## src/sv/igsu_ram.sv

```systemverilog
// ----------------------------------------------------------------------------
// igsu_ram: generic simple dual-port RAM
// One write port, one read port, read data registered.
// ----------------------------------------------------------------------------
module igsu_ram #(
    parameter int WIDTH = 16,
    parameter int DEPTH = 64,
    localparam int AW   = $clog2(DEPTH)
) (
    input  logic             clk,
    input  logic             we,
    input  logic [AW-1:0]    waddr,
    input  logic [WIDTH-1:0] wdata,
    input  logic [AW-1:0]    raddr,
    output logic [WIDTH-1:0] rdata
);
    logic [WIDTH-1:0] mem_reg [DEPTH];
    logic [WIDTH-1:0] rdata_reg;

    always_ff @(posedge clk)
    begin
        if (we)
        begin
            mem_reg[waddr] <= wdata;
        end
        rdata_reg <= mem_reg[raddr];
    end

    assign rdata = rdata_reg;
endmodule

```

## config.mk

```make
export PLATFORM = sky130hd
export DESIGN_NAME = igsu_ram
export DESIGN_NICKNAME = d
export VERILOG_FILES = /design/src/sv/igsu_ram.sv
export SDC_FILE = /design/constraint.sdc
export NUM_CORES = 1
export LEC_CHECK = 0
export ABC_CLOCK_PERIOD_IN_PS = 3700
export BUFFER_PORTS_ARGS = -buffer_cell sky130_fd_sc_hd__buf_2
export CAP_MARGIN = 25
export CORE_MARGIN = 3
export CORE_UTILIZATION = 60
export DETAILED_ROUTE_END_ITERATION = 16
export PLACE_DENSITY_LB_ADDON = 0.25
export SKIP_CTS_REPAIR_TIMING = 1
export SYNTH_ARGS = -nofsm -noshare
export SYNTH_HDL_FRONTEND = slang
export SYNTH_SLANG_ARGS = --single-unit
```

## constraint.sdc

```tcl
create_clock -name clk -period 3.7 [get_ports clk]
set_input_delay 0.185 -clock clk [delete_from_list [all_inputs] [get_ports clk]]
set_output_delay 0.185 -clock clk [all_outputs]
set_load 0.03 [all_outputs]
```

======== Yosys cells after proc, flatten, opt, wreduce, memory -nomap -nowiden ========
Memories as Yosys holds them, arrays and structs flattened. A register that Yosys moved wholly into a read port is not among the register bits.
Cells that the tools add are included.
Widths: inputs -> output; s select.
word-level totals
  RAM bits ................................ 1024
  output and inout bits ................... 16
  input bits .............................. 30
  logic and storage cells ................. 3
  register bits ........................... 0
  memories ................................ 1
cells by class
  mux-type cells .......................... 2
memory list
  memory   words  bits a word  rd ports  clocked after memory_dff  write ports  line  text
  mem_reg  64     16           1         1                         1            17    logic [WIDTH-1:0] mem_reg [DEPTH];
operators by type and width
  operator  count
  $mux 1    2

======== Longest topological paths before layout ========
  depth after elaboration ................. 2
  mapped depth ............................ 10
  mapped depth without buffers ............ 5

======== Least setup slack after synthesis ========
No wires, ideal clock.
  path kind ............................... input to register
  start point ............................. input port waddr[3]
  end point ............................... memory mem_reg[48][0], enable pin
  path buffers ............................ 1
  setup time .............................. 0.409 ns
  setup slack ............................. 1.480 ns
  data required time ...................... 3.291 ns
  stages on the path ...................... 4
  arrival ................................. 1.811 ns
  cells stage by stage .................... clkbuf_1 > nor2b_1 > nand4b_1 > nor3_1
RTL lines
  item             line  text
  start, declared  12    input logic [AW-1:0] waddr,
  end, declared    17
No word-level cell before the write port.

==> results.json <==
{
  "outcome": "finished clean",
  "worst_slew_pin_slew_ps": 1038,
  "antenna_found_initial": 9,
  "slew-limit-headroom_pct": 30.75,
  "yosys.area.top_type_share_pct": 76.79,
  "cp-start-kind": "input port",
  "synth.distinct_cells": 43,
  "wire_per_inst_microns": 31.30,
  "hold_path_class": "in2reg",
  "largest_reg_flops": 1024,
  "setup-violations-final": 0,
  "yosysTopAreaCell": "edfxtp_1",
  "num_rows": 94,
  "p_sw_share_pct": 20.60,
  "drc": 0,
  "syn-num-nets": 1859,
  "crit_path_max_fanout": 95,
  "netlist_area_sq_mm": 0.04004,
  "final_cell_mix": "edfxtp_1 (1024), mux4_2 (220), buf_4 (111)",
  "p_switching_uw": 5046,
  "timing.hold.ws_ps": 49.37,
  "yosysWarnings": 0,
  "fmax_mhz": 393.7,
  "p_clk_share_pct": 41.4,
  "critPathRequiredTime_ps": 4250,
  "p_comb_share_pct": 5.2,
  "grt_pass1_wl_mm": 135.3,
  "core_sq_mm": 0.06598,
  "crit_end": "rdata[10]$_DFF_P_",
  "drv_cap": 0,
  "worstRegToRegCells": 4,
  "dp_hpwl_mm": 56.52,
  "fillers": 3929,
  "fin_worst_skew_ps": 26.37,
  "initialDrtViolationCount": 2737,
  "port_buffers": 45,
  "startpoint": "raddr[2]",
  "ant_nets": 0,
  "period_minus_slack_ps": 2540,
  "ir_worst_vdd_v": 0.0004397,
  "reg2reg_from": "mem_reg[63][1]$_DFFE_PP_",
  "ys_seq_elements": 1040,
  "slew_violations": 0,
  "fp.dieW_microns": 264.3,
  "wl_mm": 92.28,
  "worstPathArrival_ps": 3090,
  "final_common_cell": "edfxtp_1",
  "cts_sinks": 1040,
  "internal_power_uw": 19450,
  "htree_levels": 3,
  "rsz0062_at_grt": "false",
  "syn_avg_cell_area_sq_um": 21.89,
  "power_leakage_uw": 0.01444,
  "drive_gt1_share_pct": 27.34,
  "root_buffer": "clkbuf_16",
  "ys_seq_area_share_pct": 77.59,
  "syn2layout_area_growth_pct": 12.60,
  "dr.pass1.iters": 5,
  "track_usage_pct": 27.00,
  "cellPowerDensity_mw_per_mm2": 543.4,
  "grt-ovfl-total": 0,
  "clock_latency_ps": 650,
  "cts_buffers": 99,
  "io_pins": 46,
  "via_per_inst": 6.600,
  "grt_max_degree": 96,
  "die_h_microns": 264.3,
  "syn_inst": 1829,
  "p_seq_share_pct": 53.4,
  "crit_type": "in2reg",
  "timing.final.crit_share_pct": 68.64,
  "setup_tns_ps": 0,
  "clk_pin_slew_worst_paths_ps": 60,
  "r2r_setup_slack_ps": 1570,
  "cp-end-kind": "flip-flop",
  "r2r_end": "rdata[1]$_DFF_P_",
  "dieArea_sq_mm": 0.06987,
  "cts_tree": "built",
  "fin_nets": 2029,
  "gp_congestion": 0.8578,
  "start_util_pct": 60.69,
  "vias": 19460,
  "clk_path_buf_depth": 3,
  "hold_violations": 0,
  "yosys-top-cells-area": "edfxtp_1 (77%), mux4_2 (12%), mux2i_1 (2.1%)",
  "first_global_vias": 19490
}
## routing by layer
| metal | GRT usage (%) | vias up | routed length, microns |
|---|---|---|---|
| li1 | - | 8032 | - |
| met1 | 39.54 | 10210 | 36260 |
| met2 | 42.21 | 1046 | 44510 |
| met3 | 5.096 | 165 | 8541 |
| met4 | 8.945 | 8 | 2910 |
| met5 | 0 | - | 57 |
## synthesized netlist by cell type
master / n
a211o_1: 8
a211oi_1: 8
a21oi_1: 17
a221o_1: 6
a221oi_1: 16
a22o_1: 6
a22oi_1: 39
a311oi_1: 8
a31oi_1: 8
a41oi_1: 5
and2_1: 2
and4_1: 5
buf_1: 3
buf_12: 5
buf_2: 36
buf_4: 13
buf_6: 17
buf_8: 3
clkbuf_1: 24
clkbuf_2: 2
clkbuf_4: 1
dfxtp_1: 16
edfxtp_1: 1024
mux2_2: 27
mux2i_1: 85
mux4_1: 4
mux4_2: 220
nand2_1: 59
nand2_4: 1
nand2b_1: 3
nand3_1: 24
nand3b_1: 2
nand4_1: 12
nand4b_1: 1
nor2_1: 72
nor2_2: 2
nor2b_1: 30
nor3_1: 2
nor4_2: 3
o21ai_0: 5
o21ai_1: 3
or3_1: 1
or3b_2: 1
## cell families (layout without fill, tap and decap cells)
family	after synthesis	after routing	share of synthesized area (%)
compound gates	129	129	2.409
mux	336	336	15.52
simple gates	220	220	2.647
other cells	0	3	0
buf+inv	104	356	1.831
flops	1040	1040	77.59
## area by class of cell
type | count | area [sq um] | area share, %
multi-input combinational | 685 | 8259 | 18.32
tap | 864 | 1081 | 2.398
clock inverter | 50 | 545.5 | 1.210
timing repair buffer | 173 | 1384 | 3.069
clock buffer | 133 | 2740 | 6.077
antenna | 3 | 7.507 | 0.01665
sequential | 1040 | 31070 | 68.91
## worst min path at each step
stage / from / endpoint / depth (start not counted)
global route: wdata[6] / mem_reg[53][6]$_DFFE_PP_ / 1
finish: wdata[6] / mem_reg[53][6]$_DFFE_PP_ / 1
detailed placement: wdata[4] / mem_reg[36][4]$_DFFE_PP_ / 1
CTS: wdata[4] / mem_reg[48][4]$_DFFE_PP_ / 1
global placement: rdata[13]$_DFF_P_ / rdata[13] / 1
floorplan: wdata[0] / mem_reg[0][0]$_DFFE_PP_ / 0
## critical path, cell delays in order
cell and delay, ps:
clkbuf_8 670, nor2b_1 720, a22oi_1 230, a41oi_1 390
o21ai_0 400, and4_1 340
## per-stage QoR
stage | area (sq um) | power [uW] | worst slack [ps] | instances | util, %
after floorplan | 40040 | 14040 | 1480 | 1829 | -
after global placement | 41630 | 14560 | 692.9 | 2752 | 63.10
after detailed placement | 41690 | 14600 | 615.6 | 2755 | 63.19
after CTS | 44980 | 24630 | 1299 | 2938 | 68.17
after global routing | 45080 | 25180 | 1140 | 2945 | 68.32
final | 45090 | 24500 | 1160 | 2948 | 68.33
## power groups by stage
stage	sequential, uW	clock [uW]	combinational [uW]
global placement	13300	0	1220
finish	13100	10100	1270
floorplan	13400	0	675
detailed placement	13300	0	1260
CTS	13100	10300	1260
global route	13100	10800	1330
No activity file was read; power rests on OpenSTA's default activity.
